## src/rtl/osc_pkg.sv

```systemverilog
`timescale 1ns / 1ps
`default_nettype none
// ---------------------------------------------------------------------------
// osc_pkg: shared constants and types of the shadow cone core
// Field widths, fixed-point layout and the records that move between the
// front end, the square-root pipe, the divider pipe and the scaling stage.
// ---------------------------------------------------------------------------
package osc_pkg;

  // Coordinate width of the input fields.
  localparam int COORD_BITS = 10;
  // Fraction bits of the fixed-point unit vectors and roots.
  localparam int FRAC       = 16;
  // Clearance radius width and reset value.
  localparam int RW         = 8;
  localparam logic [RW-1:0] RADIUS_RST = RW'(18);
  // Width of each output corner coordinate.
  localparam int OUTW       = 13;

  // Derived widths.
  localparam int DW    = COORD_BITS + 1;             // signed delta
  localparam int SQW   = 2 * COORD_BITS;             // one squared delta
  localparam int D2W   = 2 * COORD_BITS + 1;         // squared distance
  localparam int R2W   = 2 * RW;                     // squared radius
  localparam int RADW  = D2W + 1;                    // radicand d2 +/- r2
  localparam int ROOTW = (RADW + 2 * FRAC) / 2;      // Q16 root
  localparam int REMW  = ROOTW + 2;                  // root remainder
  localparam int NUMW  = DW + ROOTW + 1;             // signed numerator
  localparam int MAGW  = NUMW - 1;                   // numerator magnitude
  localparam int QW    = FRAC + 1;                   // unit component magnitude
  localparam int DREMW = D2W + 1;                    // divider remainder
  localparam int PRODW = ROOTW + QW;                 // length times unit
  localparam int OFFW  = PRODW - 2 * FRAC;           // pixel offset magnitude
  localparam int SUMW  = (OFFW + 2 > OUTW) ? OFFW + 2 : OUTW + 1;

  localparam logic signed [SUMW-1:0] OUT_MAX = SUMW'((2 ** (OUTW - 1)) - 1);
  localparam logic signed [SUMW-1:0] OUT_MIN = SUMW'(-(2 ** (OUTW - 1)));

  // Four components: cos and sin of theta+a, then cos and sin of theta-a.
  localparam int NLANE   = 4;
  localparam int LANE_C1 = 0;
  localparam int LANE_S1 = 1;
  localparam int LANE_C2 = 2;
  localparam int LANE_S2 = 3;

  // Geometry that travels beside the square roots.
  typedef struct packed {
    logic [COORD_BITS-1:0] px;
    logic [COORD_BITS-1:0] py;
    logic signed [DW-1:0]  dx;
    logic signed [DW-1:0]  dy;
    logic [D2W-1:0]        d2;
    logic [RW-1:0]         r;
    logic                  close;
  } osc_side_t;

  // One digit-by-digit square root in flight.
  typedef struct packed {
    logic [2*ROOTW-1:0] rad;
    logic [REMW-1:0]    rem;
    logic [ROOTW-1:0]   root;
  } osc_root_lane_t;

  // One restoring division in flight; bits holds the dividend tail and
  // collects the quotient from the bottom.
  typedef struct packed {
    logic             neg;
    logic [DREMW-1:0] rem;
    logic [QW-1:0]    bits;
  } osc_div_lane_t;

  // What the back end still needs besides the unit components.
  typedef struct packed {
    logic [COORD_BITS-1:0] px;
    logic [COORD_BITS-1:0] py;
    logic [ROOTW-1:0]      len;
    logic                  close;
  } osc_tail_t;

endpackage
`default_nettype wire

```

## src/rtl/osc_scale.sv

```systemverilog
`timescale 1ns / 1ps
`default_nettype none
// ---------------------------------------------------------------------------
// osc_scale: corner offsets and output register
// Multiplies the cone length by each unit component, drops the 32 fraction
// bits toward zero, adds the player position and saturates to 13 bits.
// ---------------------------------------------------------------------------
module osc_scale
  import osc_pkg::*;
(
  input  logic                     clk,
  input  logic                     rst_n,
  input  logic                     in_valid,
  output logic                     in_ready,
  input  osc_tail_t                in_tail,
  input  logic [NLANE-1:0]         in_neg,
  input  logic [NLANE-1:0][QW-1:0] in_mag,
  output logic                     out_valid,
  input  logic                     out_ready,
  output logic signed [OUTW-1:0]   out_corner [NLANE],
  output logic                     out_close
);

  localparam int N = 2;

  logic [N-1:0] v_r;
  logic [N-1:0] v_nxt;
  logic [N-1:0] take;

  osc_tail_t          m_tail_r;
  logic [NLANE-1:0]   m_neg_r;
  logic [PRODW-1:0]   m_prod_r   [NLANE];
  logic [PRODW-1:0]   m_prod_nxt [NLANE];

  logic signed [OUTW-1:0] corner_r   [NLANE];
  logic signed [OUTW-1:0] corner_nxt [NLANE];
  logic                   close_r;

  logic [OFFW-1:0]        off  [NLANE];
  logic signed [SUMW-1:0] base [NLANE];
  logic signed [SUMW-1:0] sum  [NLANE];

  // Clamp a corner into the signed 13-bit output range.
  function automatic logic signed [OUTW-1:0] sat(logic signed [SUMW-1:0] v);
    logic signed [SUMW-1:0] c;
    if (v > OUT_MAX) begin
      c = OUT_MAX;
    end else if (v < OUT_MIN) begin
      c = OUT_MIN;
    end else begin
      c = v;
    end
    return c[OUTW-1:0];
  endfunction

  // A stage loads when it is empty or when the stage after it moves.
  always_comb begin
    take[N-1] = !v_r[N-1] || out_ready;
    for (int i = N - 2; i >= 0; i--) begin
      take[i] = !v_r[i] || take[i+1];
    end
    v_nxt = (take & {v_r[N-2:0], in_valid}) | (~take & v_r);
  end

  assign in_ready  = take[0];
  assign out_valid = v_r[N-1];

  always_ff @(posedge clk) begin
    if (!rst_n) begin
      v_r <= '0;
    end else begin
      v_r <= v_nxt;
    end
  end

  // Length times unit magnitude; the sign is applied after truncation.
  always_comb begin
    for (int j = 0; j < NLANE; j++) begin
      m_prod_nxt[j] = PRODW'(in_tail.len) * PRODW'(in_mag[j]);
    end
  end

  // Offset, player position and saturation; too close keeps the player.
  always_comb begin
    for (int j = 0; j < NLANE; j++) begin
      off[j]  = m_prod_r[j][PRODW-1:2*FRAC];
      base[j] = (j == LANE_C1 || j == LANE_C2) ?
                $signed({{(SUMW-COORD_BITS){1'b0}}, m_tail_r.px}) :
                $signed({{(SUMW-COORD_BITS){1'b0}}, m_tail_r.py});
      if (m_tail_r.close) begin
        sum[j] = base[j];
      end else if (m_neg_r[j]) begin
        sum[j] = base[j] - $signed({{(SUMW-OFFW){1'b0}}, off[j]});
      end else begin
        sum[j] = base[j] + $signed({{(SUMW-OFFW){1'b0}}, off[j]});
      end
      corner_nxt[j] = sat(sum[j]);
    end
  end

  always_ff @(posedge clk) begin
    if (take[0]) begin
      m_tail_r <= in_tail;
      m_neg_r  <= in_neg;
      for (int j = 0; j < NLANE; j++) begin
        m_prod_r[j] <= m_prod_nxt[j];
      end
    end
    if (take[1]) begin
      close_r <= m_tail_r.close;
      for (int j = 0; j < NLANE; j++) begin
        corner_r[j] <= corner_nxt[j];
      end
    end
  end

  always_comb begin
    for (int j = 0; j < NLANE; j++) begin
      out_corner[j] = corner_r[j];
    end
  end
  assign out_close = close_r;

endmodule
`default_nettype wire

```

## config.mk

```make
export PLATFORM = sky130hd
export DESIGN_NAME = osc_scale
export DESIGN_NICKNAME = d
export VERILOG_FILES = /design/src/rtl/osc_pkg.sv /design/src/rtl/osc_scale.sv
export SDC_FILE = /design/constraint.sdc
export NUM_CORES = 2
export LEC_CHECK = 0
export ABC_AREA = 1
export BUFFER_PORTS_ARGS = -buffer_cell sky130_fd_sc_hd__buf_2
export CAP_MARGIN = 10
export CORE_MARGIN = 3
export CORE_UTILIZATION = 52
export DETAILED_ROUTE_END_ITERATION = 7
export GPL_TIMING_DRIVEN = 0
export PLACE_DENSITY = 0.68
export SLEW_MARGIN = 20
export SYNTH_ARGS = -nofsm -noshare
export SYNTH_HDL_FRONTEND = slang
export SYNTH_SLANG_ARGS = --single-unit
```

## constraint.sdc

```tcl
create_clock -name clk -period 6.8 [get_ports clk]
set_input_delay 0.34 -clock clk [delete_from_list [all_inputs] [get_ports clk]]
set_output_delay 0.34 -clock clk [all_outputs]
set_load 0.02 [all_outputs]
```

After elaboration in Yosys (flattened, before gate mapping):

Memory sizes are Yosys's and may differ from the RTL's.
Index checks and enable logic that the tools add are counted.

* flip-flop bits (word level): 28
* bits in writable memories: 228
* input bits: 124
* output and inout bits: 55
* word-level logic and storage cells: 56
* memories: 2

Memories
* m_prod_r: depth 4, width 44, read ports 4, clocked after Yosys merged registers in 0, wr ports 4, line osc_scale.sv:32 `logic [PRODW-1:0] m_prod_r [NLANE];`
* corner_r: depth 4, width 13, read ports 4, clocked after Yosys merged registers in 0, wr ports 4, line osc_scale.sv:35 `logic signed [OUTW-1:0] corner_r [NLANE];`

* add/sub/neg operators: 8
* $mul: 4
* magnitude comparators: 8
* mux-type cells: 20
* bitwise gates (word level): 4
* reductions and logical operators: 4

Operator list (count)
* $mul 27x17->44: 4
* $mux 14: 8
* $mux 13: 8
* $gt 14x13->1 const B: 4
* $lt 14x13->1 const B: 4
* $add 10x12->13: 4
* $sub 10x12->13: 4
* $and 2x2->2: 2
* $mux 1: 4
* $logic_not 1->1: 2
* $logic_or 1x1->1: 2
* $not 2->2: 1
* $or 2x2->2: 1

Depth between registers and ports, before layout:

An unclocked memory read counts as a cell.

* depth after elaboration: 7
* depth in mapped cells: 29
* mapped depth without buffers: 27

Worst setup path before layout:

No wires, ideal clock.

* path kind: in2reg
* start point: in in_tail[8] (netlist bit)
* end point: mem m_prod_r[2][36] (netlist bit), data pin
* library setup time: 0.252 ns
* data arrival time: 5.439 ns
* required time: 6.548 ns
* slack: 1.109 ns
* stages on the path: 26
* path buffers: 3
* cells stage by stage: clkbuf_1 clkbuf_1 buf_1 nand2_1 fa_1 inv_1 fa_1 inv_1 fa_1 inv_1 fa_1 fa_1 inv_1 fa_1 inv_1 ha_1 nand2_1 nor2_1 nor3b_1 nand2_1 nand2_1 nand2_1 nand2_1 nand2_1 nand3_1 nand2_1

RTL lines
* start, declared: line osc_scale.sv:15 `input osc_tail_t in_tail,`
* end, declared: line osc_scale.sv:32

==> impl_results.md <==
* DRT Pass-1 Iters at 7
* Tot GR Track Use at 0.393
* Tmin final at ~6.8 ns
* Max_cap viols at 0
* PortBufs at between 80 and 90
* Final period util at 1.00
* Slew Viols, Final at 0
* Initial antenna violation count at 43
* # rows at ~130
* Hold-fix buffers, CTS at 0
* Post-layout net count at 11700
* CP endpoint kind: register
* Die Wd at 372 um
* Mapped Nets at around 12000
* CTS tree: done
* Cts bufs inserted at 17
* Fraction of layout cells with a size suffix above 1 at 0.0386
* GPL Wtd Cong at slightly above 1
* Post-Route WL at 266000 um
* Mapped cell area at 69700 um2
* Synth cell types at 50
* Root Driver: clkbuf_16
* Worst-Skew Late Latency at 0.46 ns
* Vias per inst at between 5 and 6
* Final hold violations at 0
* Syn. warnings at 0
* Slew @ Worst Pin at roughly 1.3 ns
* Core footprint at 132000 um2
* Hold path start: in_neg[3]
* DP Wirelength at approximately 220000 um
* Post-Syn Instances at about 9400
* CTS clock-pin slew for the worst setup and hold paths at ~0.070 ns
* FF-to-FF End: corner_r[1][8]
* # setup viols final at 1
* Crit path max fanout at 10
* EDFF count, synth at around 130
* Achievable Freq at roughly 150 MHz
* First-pass GRT wire length at slightly below 400000 um
* Synth Register Bits at approximately 130
* Critical path class: in -> reg
* Arrival @ worst endpoint at between 6 and 7 ns
* Syn avg cell area at between 7 and 8 um2
* Run status: finished, violations left
* Vias in the first global route at around 63000
* Largest net degree at the start of global routing at 55
* Initial Util at 0.527
* Clock Skew at between 0.009 and 0.01 ns
* ANT nets after route at 0
* Async S/R FF share, synth at 0
* Max Root-Sink Buffers at 2
* Worst min-delay path endpoint: m_neg_r[3]
* Die H at roughly 370 um
* Vias post-DR at roughly 60000
* Main synth FF type: edfxtp_1
* 1st-iter DRT viols at 6056
* Min-Delay Path Depth at 1
* DRC violations left at 0
* Violated checks: negative setup slack
* Total global routing overflow at 0
* Die footprint at about 140000 um2
* TritonCTS Sinks at around 130
* Relative slew slack at 0.103
* Area Overhead vs Synth at 5.45%
* Reg-to-Reg Start: base[0]
* Postcts setup bufs at 0
* R2R setup slack at 4.08 ns
* I/O pin cnt at ~180
* Final TNS setup at -0.0220 ns
* CP startpoint kind: primary input
* Register-to-Register Path Depth at 12
* Min-delay worst type: in -> reg
* Fin worst setup slack at -0.0220 ns
* Worst EP required at between 6 and 7 ns
* Detail-routed net length per standard cell at ~24 um
* Sequential fraction of the synthesis area at 0.0549
* Max H-tree Level at 4
==> logic make-up after synthesis <==
kind of cell / Yosys count / synth area share
xor gates and xnor gates: 41 / 0.00515
DFF: 128 / 0.0549
adders and majority gates: 2040 / 0.527
AOI/OAI and AO/OA: 577 / 0.0458
buffers and inverters: 3338 / 0.180
and+or+nand+nor: 3263 / 0.186
==> state kept, by name (all words and copies together) (netlist names), named ones only <==
name	flops
base	20
m_prod_r	48
m_neg_r	4
out_close	1
m_tail_r	1
corner_r	52
==> what timing repair did <==
| item | CTS | global route |
|---|---|---|
| setup endpoints to repair | 48 | 44 |
| hold endpoints to repair | 0 | 0 |
| resized for setup | 76 | 194 |
==> how the worst max path moves through the flow <==
stage                           start               to  cells after the start
after floorplan            in_tail[8]  m_prod_r[2][36]                     26
after global placement     in_tail[2]  m_prod_r[3][32]                     20
after detailed placement  in_tail[27]  m_prod_r[3][32]                     21
after CTS                  in_tail[6]  m_prod_r[3][32]                     24
after global routing       in_mag[53]  m_prod_r[3][41]                     22
final                     in_tail[15]  m_prod_r[3][42]                     20
==> synthesized netlist by cell type (13+ instances only) <==
| master | number | area [um2] |
|---|---|---|
| xor2_1 | 37 | 324 |
| a21boi_0 | 13 | 97.6 |
| nand4_1 | 61 | 382 |
| o21ai_1 | 14 | 70.1 |
| ha_1 | 544 | 6810 |
| o21a_1 | 15 | 113 |
| nor2_1 | 310 | 1160 |
| inv_1 | 2882 | 10800 |
| nand2_1 | 2597 | 9750 |
| nor3_1 | 36 | 180 |
| buf_1 | 54 | 203 |
| a21oi_1 | 259 | 1300 |
| a21o_1 | 22 | 165 |
| clkbuf_1 | 370 | 1390 |
| edfxtp_1 | 126 | 3780 |
| o21ai_0 | 185 | 926 |
| fa_1 | 1496 | 29900 |
| o21bai_1 | 36 | 270 |
| nand3_1 | 179 | 896 |
==> worst max-delay path, stage by stage <==
cell and delay, ns:
clkbuf_1 0.41, clkbuf_1 0.84, nand2_1 0.20, fa_1 0.55, inv_1 0.06, fa_1 0.48, fa_1 0.58, fa_1 0.47
fa_1 0.50, inv_1 0.05, fa_1 0.53, inv_1 0.06, ha_1 0.30, nand2_1 0.18, nor2_1 0.19, nand2_1 0.12
nor4_1 0.24, nand3_1 0.16, nand4_1 0.12, nand2_1 0.44
==> cell type report <==
| cell class | instances | area (um2) |
|---|---|---|
| tap | 1755 | 2200 |
| timing repair buffer | 89 | 561 |
| clock inverter | 14 | 131 |
| fill | 12900 | 58800 |
| sequential | 128 | 3820 |
| antenna | 33 | 82.6 |
| buffer | 440 | 2030 |
| inverter | 2898 | 10900 |
| clock buffer | 18 | 429 |
| multi-input combinational | 5921 | 53400 |
==> through the flow <==
stage | instances | area (um2) | utilization | hold WS (ns) | setup slack, ns
after floorplan | 9387 | 69700 | - | 0.427 | 1.11
after global placement | 11200 | 72300 | 0.547 | 0.433 | -1.99
after detailed placement | 11200 | 72500 | 0.548 | 0.471 | -1.56
after CTS | 11300 | 73300 | 0.554 | 0.0350 | 0.00321
after global routing | 11300 | 73400 | 0.555 | 0.0347 | -0.0491
final | 11300 | 73500 | 0.556 | 0.0520 | -0.0220
==> layout by cell type, fill, tap and decap left out, types with 12 or more instances in the layout <==
| cell | Yosys | layout |
|---|---|---|
| inv_1 | 2882 | 2882 |
| nand2_1 | 2597 | 2594 |
| fa_1 | 1496 | 1496 |
| ha_1 | 544 | 544 |
| nor2_1 | 310 | 310 |
| a21oi_1 | 259 | 259 |
| clkbuf_1 | 370 | 254 |
| o21ai_0 | 185 | 185 |
| nand3_1 | 179 | 178 |
| edfxtp_1 | 126 | 126 |
| buf_2 | 10 | 110 |
| clkbuf_2 | 1 | 106 |
| nand4_1 | 61 | 61 |
| o21bai_1 | 36 | 36 |
| nor3_1 | 36 | 35 |
| xor2_1 | 37 | 35 |
| diode_2 | 0 | 33 |
| clkbuf_4 | 0 | 22 |
| a21o_1 | 22 | 22 |
| clkbuf_16 | 0 | 17 |
| o21a_1 | 15 | 15 |
| o21ai_1 | 14 | 14 |
| a21boi_0 | 13 | 12 |
| nor4_1 | 12 | 12 |
| inv_2 | 12 | 12 |
==> metal layers <==
metal / part of all wire / wire length [um] / global-route usage / vias up
met5: 0.0016 / 415 / 0 / -
met4: 0.076 / 20300 / 0.237 / 24
met3: 0.14 / 36500 / 0.142 / 834
met2: 0.41 / 110000 / 0.571 / 3719
met1: 0.37 / 99000 / 0.500 / 30100
li1: - / - / - / 26900
Power is not shown: default switching activity piles up to over one toggle a cycle in this logic, so the estimate is an artifact.
