**config.mk**
```make
export PLATFORM = sky130hd
export DESIGN_NAME = osc_front
export DESIGN_NICKNAME = d
export VERILOG_FILES = /design/src/rtl/osc_pkg.sv /design/src/rtl/osc_front.sv
export SDC_FILE = /design/constraint.sdc
export NUM_CORES = 1
export LEC_CHECK = 0
export BUFFER_PORTS_ARGS = -buffer_cell sky130_fd_sc_hd__buf_2
export CAP_MARGIN = 20
export CELL_PAD_IN_SITES_DETAIL_PLACEMENT = 1
export CELL_PAD_IN_SITES_GLOBAL_PLACEMENT = 1
export CORE_ASPECT_RATIO = 0.9
export CORE_UTILIZATION = 35
export CTS_CLUSTER_DIAMETER = 100
export DETAILED_ROUTE_END_ITERATION = 12
export GPL_ROUTABILITY_DRIVEN = 0
export PLACE_DENSITY_LB_ADDON = 0.1
export SYNTH_ARGS = -nofsm -noshare
export SYNTH_HDL_FRONTEND = slang
export SYNTH_SLANG_ARGS = --single-unit
```
**constraint.sdc**
```tcl
create_clock -name clk -period 5.9 [get_ports clk]
set_clock_uncertainty 0.1 [all_clocks]
set_input_delay 0.295 -clock clk [delete_from_list [all_inputs] [get_ports clk]]
set_output_delay 0.295 -clock clk [all_outputs]
set_load 0.01 [all_outputs]
```
**src/rtl/osc_pkg.sv**
```systemverilog
`timescale 1ns / 1ps
`default_nettype none
// ---------------------------------------------------------------------------
// osc_pkg: shared constants and types of the shadow cone core
// Field widths, fixed-point layout and the records that move between the
// front end, the square-root pipe, the divider pipe and the scaling stage.
// ---------------------------------------------------------------------------
package osc_pkg;

  // Coordinate width of the input fields.
  localparam int COORD_BITS = 10;
  // Fraction bits of the fixed-point unit vectors and roots.
  localparam int FRAC       = 16;
  // Clearance radius width and reset value.
  localparam int RW         = 8;
  localparam logic [RW-1:0] RADIUS_RST = RW'(18);
  // Width of each output corner coordinate.
  localparam int OUTW       = 13;

  // Derived widths.
  localparam int DW    = COORD_BITS + 1;             // signed delta
  localparam int SQW   = 2 * COORD_BITS;             // one squared delta
  localparam int D2W   = 2 * COORD_BITS + 1;         // squared distance
  localparam int R2W   = 2 * RW;                     // squared radius
  localparam int RADW  = D2W + 1;                    // radicand d2 +/- r2
  localparam int ROOTW = (RADW + 2 * FRAC) / 2;      // Q16 root
  localparam int REMW  = ROOTW + 2;                  // root remainder
  localparam int NUMW  = DW + ROOTW + 1;             // signed numerator
  localparam int MAGW  = NUMW - 1;                   // numerator magnitude
  localparam int QW    = FRAC + 1;                   // unit component magnitude
  localparam int DREMW = D2W + 1;                    // divider remainder
  localparam int PRODW = ROOTW + QW;                 // length times unit
  localparam int OFFW  = PRODW - 2 * FRAC;           // pixel offset magnitude
  localparam int SUMW  = (OFFW + 2 > OUTW) ? OFFW + 2 : OUTW + 1;

  localparam logic signed [SUMW-1:0] OUT_MAX = SUMW'((2 ** (OUTW - 1)) - 1);
  localparam logic signed [SUMW-1:0] OUT_MIN = SUMW'(-(2 ** (OUTW - 1)));

  // Four components: cos and sin of theta+a, then cos and sin of theta-a.
  localparam int NLANE   = 4;
  localparam int LANE_C1 = 0;
  localparam int LANE_S1 = 1;
  localparam int LANE_C2 = 2;
  localparam int LANE_S2 = 3;

  // Geometry that travels beside the square roots.
  typedef struct packed {
    logic [COORD_BITS-1:0] px;
    logic [COORD_BITS-1:0] py;
    logic signed [DW-1:0]  dx;
    logic signed [DW-1:0]  dy;
    logic [D2W-1:0]        d2;
    logic [RW-1:0]         r;
    logic                  close;
  } osc_side_t;

  // One digit-by-digit square root in flight.
  typedef struct packed {
    logic [2*ROOTW-1:0] rad;
    logic [REMW-1:0]    rem;
    logic [ROOTW-1:0]   root;
  } osc_root_lane_t;

  // One restoring division in flight; bits holds the dividend tail and
  // collects the quotient from the bottom.
  typedef struct packed {
    logic             neg;
    logic [DREMW-1:0] rem;
    logic [QW-1:0]    bits;
  } osc_div_lane_t;

  // What the back end still needs besides the unit components.
  typedef struct packed {
    logic [COORD_BITS-1:0] px;
    logic [COORD_BITS-1:0] py;
    logic [ROOTW-1:0]      len;
    logic                  close;
  } osc_tail_t;

endpackage
`default_nettype wire

```
**src/rtl/osc_front.sv**
```systemverilog
`timescale 1ns / 1ps
`default_nettype none
// ---------------------------------------------------------------------------
// osc_front: deltas, squared distance and radicands
// Three stages: deltas, squares, then the squared distance, the too-close
// compare and the two radicands d2 - r2 and d2 + r2.
// ---------------------------------------------------------------------------
module osc_front
  import osc_pkg::*;
(
  input  logic                  clk,
  input  logic                  rst_n,
  input  logic                  in_valid,
  output logic                  in_ready,
  input  logic [COORD_BITS-1:0] in_px,
  input  logic [COORD_BITS-1:0] in_py,
  input  logic [COORD_BITS-1:0] in_ox,
  input  logic [COORD_BITS-1:0] in_oy,
  input  logic [RW-1:0]         in_radius,
  output logic                  out_valid,
  input  logic                  out_ready,
  output osc_side_t             out_side,
  output logic [RADW-1:0]       out_rad_s,
  output logic [RADW-1:0]       out_rad_l
);

  localparam int N = 3;

  logic [N-1:0] v_r;
  logic [N-1:0] v_nxt;
  logic [N-1:0] take;

  logic [COORD_BITS-1:0] a_px_r, a_py_r;
  logic signed [DW-1:0]  a_dx_r, a_dy_r;
  logic [RW-1:0]         a_r_r;
  logic signed [DW-1:0]  a_dx_nxt, a_dy_nxt;

  logic [COORD_BITS-1:0] b_px_r, b_py_r;
  logic signed [DW-1:0]  b_dx_r, b_dy_r;
  logic [RW-1:0]         b_r_r;
  logic [SQW-1:0]        b_sqx_r, b_sqy_r;
  logic [R2W-1:0]        b_r2_r;
  logic [SQW-1:0]        b_sqx_nxt, b_sqy_nxt;
  logic [R2W-1:0]        b_r2_nxt;
  logic signed [2*DW-1:0] sqx_full, sqy_full;

  osc_side_t       c_side_r, c_side_nxt;
  logic [RADW-1:0] c_rad_s_r, c_rad_l_r;
  logic [RADW-1:0] c_rad_s_nxt, c_rad_l_nxt;
  logic [D2W-1:0]  d2;
  logic [D2W-1:0]  r2_ext;

  // A stage loads when it is empty or when the stage after it moves.
  always_comb begin
    take[N-1] = !v_r[N-1] || out_ready;
    for (int i = N - 2; i >= 0; i--) begin
      take[i] = !v_r[i] || take[i+1];
    end
    v_nxt = (take & {v_r[N-2:0], in_valid}) | (~take & v_r);
  end

  assign in_ready  = take[0];
  assign out_valid = v_r[N-1];

  always_ff @(posedge clk) begin
    if (!rst_n) begin
      v_r <= '0;
    end else begin
      v_r <= v_nxt;
    end
  end

  // Stage A: signed deltas from player to obstacle.
  always_comb begin
    a_dx_nxt = $signed({1'b0, in_ox}) - $signed({1'b0, in_px});
    a_dy_nxt = $signed({1'b0, in_oy}) - $signed({1'b0, in_py});
  end

  // Stage B: squares of the deltas and of the radius.
  always_comb begin
    sqx_full  = a_dx_r * a_dx_r;
    sqy_full  = a_dy_r * a_dy_r;
    b_sqx_nxt = sqx_full[SQW-1:0];
    b_sqy_nxt = sqy_full[SQW-1:0];
    b_r2_nxt  = R2W'(a_r_r) * R2W'(a_r_r);
  end

  // Stage C: squared distance, too-close test and the two radicands.
  always_comb begin
    d2          = {1'b0, b_sqx_r} + {1'b0, b_sqy_r};
    r2_ext      = {{(D2W-R2W){1'b0}}, b_r2_r};
    c_side_nxt.px    = b_px_r;
    c_side_nxt.py    = b_py_r;
    c_side_nxt.dx    = b_dx_r;
    c_side_nxt.dy    = b_dy_r;
    c_side_nxt.d2    = d2;
    c_side_nxt.r     = b_r_r;
    c_side_nxt.close = (d2 <= r2_ext);
    c_rad_s_nxt = (d2 <= r2_ext) ? '0 : {1'b0, d2 - r2_ext};
    c_rad_l_nxt = {1'b0, d2} + {{(RADW-R2W){1'b0}}, b_r2_r};
  end

  always_ff @(posedge clk) begin
    if (take[0]) begin
      a_px_r <= in_px;
      a_py_r <= in_py;
      a_dx_r <= a_dx_nxt;
      a_dy_r <= a_dy_nxt;
      a_r_r  <= in_radius;
    end
    if (take[1]) begin
      b_px_r  <= a_px_r;
      b_py_r  <= a_py_r;
      b_dx_r  <= a_dx_r;
      b_dy_r  <= a_dy_r;
      b_r_r   <= a_r_r;
      b_sqx_r <= b_sqx_nxt;
      b_sqy_r <= b_sqy_nxt;
      b_r2_r  <= b_r2_nxt;
    end
    if (take[2]) begin
      c_side_r  <= c_side_nxt;
      c_rad_s_r <= c_rad_s_nxt;
      c_rad_l_r <= c_rad_l_nxt;
    end
  end

  assign out_side  = c_side_r;
  assign out_rad_s = c_rad_s_r;
  assign out_rad_l = c_rad_l_r;

endmodule
`default_nettype wire

```
# After elaboration in Yosys (flattened, before gate mapping)
# Cells that the tools add are included.
dict set report totals {
  wordCells 43
  ff_bits 275
}
dict set report classes {
  add_sub_neg 5
  n_reduce_logical 6
  mul 3
  n_bitwise 4
  magnitude_cmp 1
}
# operator count
set op_table {}
lappend op_table {{$mul 11x11->20} 2}
lappend op_table {{$add 21x16->22} 1}
lappend op_table {{$sub 10x10->11} 2}
lappend op_table {{$add 20x20->21} 1}
lappend op_table {{$le 21x16->1} 1}
lappend op_table {{$sub 21x16->21} 1}
lappend op_table {{$mul 8x8->16} 1}
lappend op_table {{$and 3x3->3} 2}
lappend op_table {{$logic_not 1->1} 3}
lappend op_table {{$logic_or 1x1->1} 3}
lappend op_table {{$not 3->3} 1}
lappend op_table {{$or 3x3->3} 1}

# Logic depth before layout (Yosys ltp)
# Gate-level depths: netlist of run 1.
dict set report logic_depth {
  ltp_word 7
  mapped_depth 21
}

# Worst setup path after synthesis of run 1
# OpenSTA, ideal clock, no wires.
dict set report synth_timing {
  kind {register to register}
  start {register a_dy_r[2]}
  end {register b_sqy_r[19] (data pin)}
  stages_incl_launch_ff 19
  period_less_slack_ps 5520
  setup_time_ps 260
  arrival_ps 5160
  required_time_ps 5540
  setup_slack_ps 380
  cell_sequence {edfxtp_1 clkbuf_1 nand2b_1 fa_1 inv_1 fa_1 fa_1 fa_1 inv_1 fa_1 inv_1 ha_1 and2_1 a31oi_1 o21ai_0 o41ai_1 o2111ai_1 a21oi_1 xnor2_1}
}
dict set report synth_via {
  elab_chain_cells 1
}
# element line
set synth_rtl {}
lappend synth_rtl {{from (decl)} osc_front.sv:34} ;# logic signed [DW-1:0] a_dx_r, a_dy_r;
lappend synth_rtl {{from (signal assigned)} osc_front.sv:108} ;# a_dy_r <= a_dy_nxt;
lappend synth_rtl {{$mul 11x11->20} osc_front.sv:82} ;# sqy_full = a_dy_r * a_dy_r;
lappend synth_rtl {{named net sqy_full[19]} osc_front.sv:45} ;# logic signed [2*DW-1:0] sqx_full, sqy_full;
lappend synth_rtl {{to (signal assigned)} osc_front.sv:118} ;# b_sqy_r <= b_sqy_nxt;
lappend synth_rtl {{to (decl)} osc_front.sv:41} ;# logic [SQW-1:0] b_sqx_r, b_sqy_r;
# The timed path passes the listed nets, and every way through them passes these cells.
# A chain may end at the register's enable or synchronous reset.

# Worst setup path in the final report of run 1
dict set report layout_timing {
  start {register a_dy_r[7]}
  end {register b_sqy_r[19] (data pin)}
}
# The elaborated chain is that of the path after synthesis.

==> summary.md, run 1 <==
| Metric | Value |
|---|---|
| Run status | `finished, final reports clean` |
| Number of distinct library cells after synthesis | `76` |
| Syn. warnings | `0` |
| Clock root buffer | `sky130_fd_sc_hd__clkbuf_16` |
| Count of flip-flops with a built-in enable after synthesis | `265` |
| Gate count of the mapped netlist | `1828` |
| Time the worst path needs with I/O delays and setup | `between 5 and 6 ns` |
| Seq cells post-synth | `268` |
| # nets final | `2509` |
| RR Startpoint | `a_dy_r[7]$_DFFE_PN_` |
| Worst setup SP type | `flip-flop` |
| TritonRoute pass-1 iters | `4` |
| Largest driver fanout on the critical path | `7` |
| Area leader, netlist | `sky130_fd_sc_hd__edfxtp_1` |
| Startpoint of the worst setup timing path | `a_dy_r[7]$_DFFE_PN_` |
| Cell types with the largest area share after synthesis | `sky130_fd_sc_hd__edfxtp_1, sky130_fd_sc_hd__fa_1, sky130_fd_sc_hd__ha_1, sky130_fd_sc_hd__inv_1, sky130_fd_sc_hd__xnor2_1` |
| Primary FF master, synth | `sky130_fd_sc_hd__edfxtp_1` |
| Number of remaining DRC errors | `0` |
| Proportion of register bits with asynchronous set or reset after synthesis | `0%` |
| Initial Util | `35.6%` |
| Worst-case hold slack | `0.101 ns` |
| Average wire per cell in the routed design | `16.7 um` |
| Ratio of cells with drive above 1 in the final layout | `14.0%` |
| ANT cells | `0` |
| Worst-case reg-to-reg path depth | `18` |
| Post-detailed-placement half-perimeter wirelength | `38300 um` |
| Fill cells | `6376` |
| Transition time at the pin with the least slew margin | `0.850 ns` |
| Final setup violation count | `0` |
| Destination of the critical timing path | `b_sqy_r[19]$_DFFE_PP_` |
| Global-route wire length before repair | `77500 um` |
| Layout Area Growth over Synthesis | `16.4%` |
| Max Clk Rate | `177 MHz` |
| Mapped Area | `~21000 sq um` |
| Via count of the routed design | `13.3k` |
| Die Outline Area | `60600 sq um` |
| Rows | `84` |
| Number of slew-limit violations in the final report | `0` |
| I/O pin count | `170` |
| Max Cap Violations | `0` |
| Port buffer count | `about 170` |
| Number of global-route vias before repair | `14.7k` |
| Crit share post-route | `between 90% and 100%` |
| Fraction of post-synthesis cell area in the top cell type by area | `38.1%` |
| Clock tree from TritonCTS | `yes` |
| Sequential-to-total area share from yosys stat | `around two fifths` |
| Drt via density | `4.64` |
| Number of buffers on the longest clock path | `3` |
| Antenna violations before repair | `1` |
| Die Y-Extent | `234 um` |
| Mapped Nets | `~2.3k` |
| Leftover overflow at the end of global routing | `0` |
| Floorplan core area | `between 50000 and 60000 sq um` |
| Latest clock arrival within the worst-skew pair | `0.54 ns` |
| H-tree levels | `2` |
| TritonCTS Buffers | `34` |
| Critical path data arrival time | `5.82 ns` |
| Maximum number of pins on one net before global-route repair | `60` |
| Register-to-Register Setup Slack | `0.26 ns` |
| Die width | `259 um` |
| Post-DRT Antenna Nets | `0` |
| Total wire length | `roughly 48000 um` |
| Combined global-route utilization of all metal layers | `~16%` |
| Clock transition at the register clock pins on the worst setup and hold paths after CTS | `0.06 ns` |
| Post-synthesis average cell area | `11.4 sq um` |
| CP Capture Type | `flip-flop` |
| Clock Sinks | `268` |
| Endpoint of the worst register-to-register path | `b_sqy_r[19]$_DFFE_PP_` |
| Type of the most critical hold path | `input port to flip-flop` |
| Data required time of the worst path | `6.08 ns` |
| Slew margin rel. | `between 40% and 50%` |
| Critical Setup Path Class | `flip-flop to flip-flop` |
| Number of endpoints with negative hold slack in the final report | `0` |
| Count of routing violations after the opening detailed-route iteration | `513` |
[worst max-delay path, stage by stage, from the launching register on]
cell                        delay (ns)
sky130_fd_sc_hd__edfxtp_1         0.57
sky130_fd_sc_hd__inv_1            0.23
sky130_fd_sc_hd__nor2_1           0.23
sky130_fd_sc_hd__fa_1             0.47
sky130_fd_sc_hd__fa_1             0.48
sky130_fd_sc_hd__fa_1             0.40
sky130_fd_sc_hd__fa_1             0.52
sky130_fd_sc_hd__inv_1            0.06
sky130_fd_sc_hd__fa_1             0.53
sky130_fd_sc_hd__inv_1            0.04
sky130_fd_sc_hd__ha_1             0.36
sky130_fd_sc_hd__and2_1           0.20
sky130_fd_sc_hd__a31oi_1          0.15
sky130_fd_sc_hd__o21ai_0          0.14
sky130_fd_sc_hd__o41ai_1          0.31
sky130_fd_sc_hd__buf_4            0.19
sky130_fd_sc_hd__o2111ai_1        0.13
sky130_fd_sc_hd__a21oi_1          0.20
sky130_fd_sc_hd__xnor2_1          0.08
[worst min path at each step]
stage / from / endpoint / depth (start not counted)
3_5_place_dp: a_px_r[0]$_DFFE_PN_ / b_px_r[0]$_DFFE_PP_ / 0
2_1_floorplan: in_px[0] / a_px_r[0]$_DFFE_PN_ / 0
6_report: in_oy[0] / a_dy_r[0]$_DFFE_PN_ / 4
5_1_grt: out_ready / v_r[2]$_SDFFE_PN0P_ / 3
4_1_cts: out_ready / v_r[2]$_SDFFE_PN0P_ / 3
3_3_place_gp: b_py_r[3]$_DFFE_PP_ / out_side[55]$_DFFE_PP_ / 0
[cell usage after synthesis, drive strengths merged (5+ instances only)]
master	instances
fa	217
nand2	90
clkbuf	35
nand2b	18
o21a	15
xor2	31
or2	6
a21boi	11
nor2	102
and2	79
a21oi	58
a211oi	5
o41ai	5
xnor2	89
a21o	18
nor2b	36
nor3b	5
a2111oi	7
o211ai	6
nand3	20
or3	5
edfxtp	265
nor3	25
o21ai	41
a31oi	14
inv	368
and3	11
ha	182
[kinds of logic after synthesis]
kind of cell	share of synthesized area, %
AO/OA/AOI/OAI	6.89
XOR/XNOR	5.03
adder cells (fa/ha/maj)	31.7
buffers and inverters	7.40
flip-flops	38.4
multiplexers	0.252
other	0.0180
AND/OR/NAND/NOR	10.3
[registers in the layout, indices dropped and copies added (netlist names), 11 cells and up]
register   cells
out_side      72
a_dy_r        11
b_dx_r        11
out_rad_l     22
b_dy_r        11
b_r2_r        14
b_sqx_r       18
a_dx_r        11
b_sqy_r       18
out_rad_s     21
[area by class of cell]
cell class | count | area, sq um | area share, %
Multi-Input combinational cell | 1153 | 11300 | 46.7
Clock inverter | 21 | 218 | 0.896
Inverter | 368 | 1380 | 5.70
Sequential cell | 268 | 8020 | 33.0
Clock buffer | 41 | 951 | 3.91
Tap cell | 774 | 968 | 3.99
Timing Repair Buffer | 233 | 1420 | 5.83
[metrics by stage]
| step | setup TNS, ns | cells | utilization (%) | setup slack (ns) | cell area [sq um] |
|---|---|---|---|---|---|
| after global routing | -0.0308 | 2858 | 41.4 | -0.0308 | 24300 |
| final | 0 | 2858 | 41.4 | 0.260 | 24300 |
| after global placement | 0 | 2758 | 38.8 | 0.239 | 22800 |
| after floorplan | 0 | 1828 | - | 0.380 | 20900 |
| after detailed placement | 0 | 2758 | 38.8 | 0.0375 | 22800 |
| after CTS | 0 | 2850 | 41.3 | 0.0000187 | 24200 |
[metal layers]
metal	vias up	track usage (%)	share of wire (%)
li1	6430	-	-
met1	6612	21.8	48
met2	173	27.7	47
met3	56	2.43	3.2
met4	2	3.84	1.7
met5	-	0	0.027
[placed cells by master, fill, tap and decap left out, types with 19 or more instances in the layout]
cell type,instances
sky130_fd_sc_hd__fa_1,217
sky130_fd_sc_hd__nand3_1,19
sky130_fd_sc_hd__dlygate4sd3_1,30
sky130_fd_sc_hd__clkbuf_16,37
sky130_fd_sc_hd__and2_1,79
sky130_fd_sc_hd__o21ai_0,40
sky130_fd_sc_hd__buf_2,168
sky130_fd_sc_hd__inv_1,367
sky130_fd_sc_hd__edfxtp_1,265
sky130_fd_sc_hd__xor2_1,31
sky130_fd_sc_hd__nor2b_1,36
sky130_fd_sc_hd__nor3_1,22
sky130_fd_sc_hd__buf_4,34
sky130_fd_sc_hd__a21oi_1,57
sky130_fd_sc_hd__xnor2_1,89
sky130_fd_sc_hd__ha_1,182
sky130_fd_sc_hd__nand2_1,89
sky130_fd_sc_hd__nor2_1,100
[timing repair]
item | in CTS | in global routing
hold buffers | 30 | 0
resized for setup | 0 | 3
hold endpoints to repair | 31 | 0
endpoints found under the setup margin | 0 | 2
buffers inserted | 0 | 8
Power of run 1 is not shown: default switching activity piles up to over one toggle a cycle in this logic, so the estimate is an artifact.
==> run 2, diff against run 1 <==
CELL_PAD_IN_SITES_DETAIL_PLACEMENT = not set   (was 1)
CELL_PAD_IN_SITES_GLOBAL_PLACEMENT = not set   (was 1)
PLACE_DENSITY_LB_ADDON = not set   (was 0.1)
==> run 2 against run 1 <==
  * Wire length is 8.8% lower
  * Maximum frequency is 0.30% lower
  * Via count is 0.26% higher
  * Hold slack better by 0.012 ns
  * Register-to-register slack worse by 0.02 ns
  * Count of clock-buffer cells in the layout is 2 higher
  * First-iteration DRC count is 21% higher
  * Worst setup slack worse by 0.017 ns
  * Final cell count is 0.10% lower
  * Non-clock buffer count is 2 lower
  * Global-route usage is 1.5 points lower
  * Sequential share of layout area is 0.13 points higher
==> summary.md, run 2 (synthesis results as in run 1) <==
| Metric | Value |
|---|---|
| Via count of the routed design | `13.3k (about the same)` |
| Commonest cells after routing, fill and taps aside | `sky130_fd_sc_hd__inv_1, sky130_fd_sc_hd__edfxtp_1, sky130_fd_sc_hd__fa_1 (unchanged)` |
| Critical Setup Path Class | `flip-flop to flip-flop (unchanged)` |
| Die Outline Area | `60600 sq um (unchanged)` |
| Number of slew-limit violations in the final report | `0 (unchanged)` |
| Clock Sinks | `268 (unchanged)` |
| Die Y-Extent | `234 um (unchanged)` |
| Clock tree from TritonCTS | `yes (unchanged)` |
| Type of the most critical hold path | `input port to flip-flop (unchanged)` |
| Antenna violations before repair | `0 (was 1)` |
| Ordered cell list for the critical path | `nand2_1 -> fa_1 -> inv_1 -> fa_1 -> fa_1 -> fa_1 -> inv_1 -> fa_1 -> inv_1 -> ha_1 -> and2_1 -> a31oi_1 -> o21ai_0 -> o41ai_1 -> buf_4 -> o2111ai_1 -> a21oi_1 -> xnor2_1 (was inv_1 -> nor2_1 -> fa_1 -> fa_1 -> fa_1 -> fa_1 -> inv_1 -> fa_1 -> inv_1 -> ha_1 -> and2_1 -> a31oi_1 -> o21ai_0 -> o41ai_1 -> buf_4 -> o2111ai_1 -> a21oi_1 -> xnor2_1)` |
| Critical path data arrival time | `5.83 ns (was 5.82 ns)` |
| Average wire per cell in the routed design | `15.2 um (was 16.7 um)` |
| Max incr delay on CP | `0.57 ns (about the same)` |
| Largest driver fanout on the critical path | `12 (was 7)` |
| Ratio of cells with drive above 1 in the final layout | `13.9% (was 14.0%)` |
| ANT cells | `0 (unchanged)` |
| Highest-delay cell along the critical path | `sky130_fd_sc_hd__edfxtp_1 (unchanged)` |
| Maximum number of pins on one net before global-route repair | `71 (was 60)` |
| # nets final | `2508 (was 2509)` |
| Post-detailed-placement half-perimeter wirelength | `34000 um (was 38300 um)` |
| Global Route met3 Usage | `2.39% (was 2.43%)` |
| Grt met1 use | `19.9% (was 21.8%)` |
| Drt via density | `4.66 (was 4.64)` |
| Most common library cell in the layout ignoring fill and taps | `sky130_fd_sc_hd__inv_1 (unchanged)` |
| Slew margin rel. | `38.6% (was 43.3%)` |
| Floorplan core area | `58600 sq um (unchanged)` |
| Data required time of the worst path | `6.08 ns (about the same)` |
| Layout Area Growth over Synthesis | `15.9% (was 16.4%)` |
| Setup_tns | `0 ns (unchanged)` |
| I/O pin count | `170 (unchanged)` |
| Port buffer count | `168 (unchanged)` |
| Run status | `finished, final reports clean (unchanged)` |
| Crit share post-route | `95.9% (was 95.6%)` |
| Transition time at the pin with the least slew margin | `0.921 ns (was 0.850 ns)` |
| WP buf/inv | `4 (unchanged)` |
| Flip-flop count of the largest register after layout | `72 (unchanged)` |
| Number of global-route vias before repair | `13.9k (was 14.7k)` |
| Met2 routing resource usage after global routing | `24.8% (was 27.7%)` |
| Most used routing layer | `met2 (unchanged)` |
| Placed cell areas | `22700 sq um (was 22800 sq um)` |
| Number of remaining DRC errors | `0 (unchanged)` |
| Leftover overflow at the end of global routing | `0 (unchanged)` |
| Utilization of the core after routing | `41.3% (was 41.4%)` |
| Die width | `259 um (unchanged)` |
| Clock root buffer | `sky130_fd_sc_hd__clkbuf_16 (unchanged)` |
| Clock transition at the register clock pins on the worst setup and hold paths after CTS | `0.06 ns (about the same)` |
| Post-layout instance area | `24200 sq um (was 24300 sq um)` |
| Global-route wire length before repair | `71300 um (was 77500 um)` |
| Number of endpoints with negative hold slack in the final report | `0 (unchanged)` |
| Worst-case hold slack | `0.114 ns (was 0.101 ns)` |
| H-tree levels | `2 (unchanged)` |
| Final setup violation count | `0 (unchanged)` |
| Family of cells with the greatest summed delay on the critical path | `adder cells (unchanged)` |
| Max Clk Rate | `177 MHz (about the same)` |
| TritonCTS Buffers | `35 (was 34)` |
| Count of routing violations after the opening detailed-route iteration | `620 (was 513)` |
| CP Capture Type | `flip-flop (unchanged)` |
| Number of buffers on the longest clock path | `3 (unchanged)` |
| Initial Util | `35.6% (unchanged)` |
| TritonRoute pass-1 iters | `4 (unchanged)` |
| Post-DRT Antenna Nets | `0 (unchanged)` |
| Time the worst path needs with I/O delays and setup | `5.66 ns (was 5.64 ns)` |
| Latest clock arrival within the worst-skew pair | `0.54 ns (about the same)` |
| Max Cap Violations | `0 (unchanged)` |
| Worst setup SP type | `flip-flop (unchanged)` |
| Total wire length | `43400 um (was 47600 um)` |
| Most frequent CP cell | `sky130_fd_sc_hd__fa_1 (unchanged)` |
| Rows | `84 (unchanged)` |
| Combined global-route utilization of all metal layers | `14.8% (was 16.3%)` |
[run 2: cell count changes in the layout (fill, tap and decap cells not counted), moves of 2 or more]
| cell | previous run | this run |
|---|---|---|
| sky130_fd_sc_hd__clkinv_2 | 7 | 4 |
| sky130_fd_sc_hd__bufinv_16 | 4 | 1 |
| sky130_fd_sc_hd__buf_4 | 34 | 32 |
| sky130_fd_sc_hd__nor2_2 | 2 | 4 |
| sky130_fd_sc_hd__inv_6 | 2 | 4 |
| sky130_fd_sc_hd__clkbuf_1 | 3 | 7 |
| sky130_fd_sc_hd__nor2_1 | 100 | 98 |
[run 2: final cells by class]
| cell class | instances | area (sq um) |
|---|---|---|
| fill | 5618 | 34400 |
| multi-input combinational | 1153 | 11400 |
| sequential | 268 | 8020 |
| timing repair buffer | 231 | 1390 |
| inverter | 368 | 1380 |
| tap | 774 | 968 |
| clock buffer | 43 | 927 |
| clock inverter | 18 | 151 |
[run 2: metrics by stage]
step / setup WS (ns) / instances
2_1_floorplan: 0.380 / 1828
3_3_place_gp: 0.306 / 2751
3_5_place_dp: 0.102 / 2751
4_1_cts: 0.106 / 2843
5_1_grt: -0.00859 / 2855
6_report: 0.243 / 2855
[run 2: worst paths after layout]
| kind | startpoint | endpoint | slack [ns] | cells past startpoint |
|---|---|---|---|---|
| max | a_dy_r[3]$_DFFE_PN_ | b_sqy_r[19]$_DFFE_PP_ | 0.24 | 18 |
| min | out_ready | v_r[2]$_SDFFE_PN0P_ | 0.11 | 3 |
| max reg2reg | a_dy_r[3]$_DFFE_PN_ | b_sqy_r[19]$_DFFE_PP_ | 0.24 | 18 |
| min reg2reg | b_dx_r[1]$_DFFE_PP_ | out_side[42]$_DFFE_PP_ | 0.30 | 0 |
[run 2: routing by layer]
layer | vias to the layer above | part of all wire, %
li1 | 6433 | -
met1 | 6568 | 47
met2 | 253 | 47
met3 | 54 | 4.2
met4 | 0 | 1.9
met5 | - | 0
[run 2: timing repair]
action | CTS | global route
setup buffers | 0 | 12
gates resized for setup | 0 | 7
hold endpoints to repair | 31 | 0
setup endpoints to repair | 0 | 3
hold buffers | 31 | 0
[run 2: worst register-to-register path, stage by stage (launching register included)]
cell and delay [ns]:
sky130_fd_sc_hd__edfxtp_1 0.57, sky130_fd_sc_hd__nand2_1 0.19, sky130_fd_sc_hd__fa_1 0.53, sky130_fd_sc_hd__inv_1 0.05, sky130_fd_sc_hd__fa_1 0.52, sky130_fd_sc_hd__fa_1 0.52
sky130_fd_sc_hd__fa_1 0.54, sky130_fd_sc_hd__inv_1 0.05, sky130_fd_sc_hd__fa_1 0.52, sky130_fd_sc_hd__inv_1 0.04, sky130_fd_sc_hd__ha_1 0.36, sky130_fd_sc_hd__and2_1 0.20
sky130_fd_sc_hd__a31oi_1 0.14, sky130_fd_sc_hd__o21ai_0 0.14, sky130_fd_sc_hd__o41ai_1 0.32, sky130_fd_sc_hd__buf_4 0.20, sky130_fd_sc_hd__o2111ai_1 0.12, sky130_fd_sc_hd__a21oi_1 0.18
sky130_fd_sc_hd__xnor2_1 0.08
Power of run 2 is left out for the same reason.
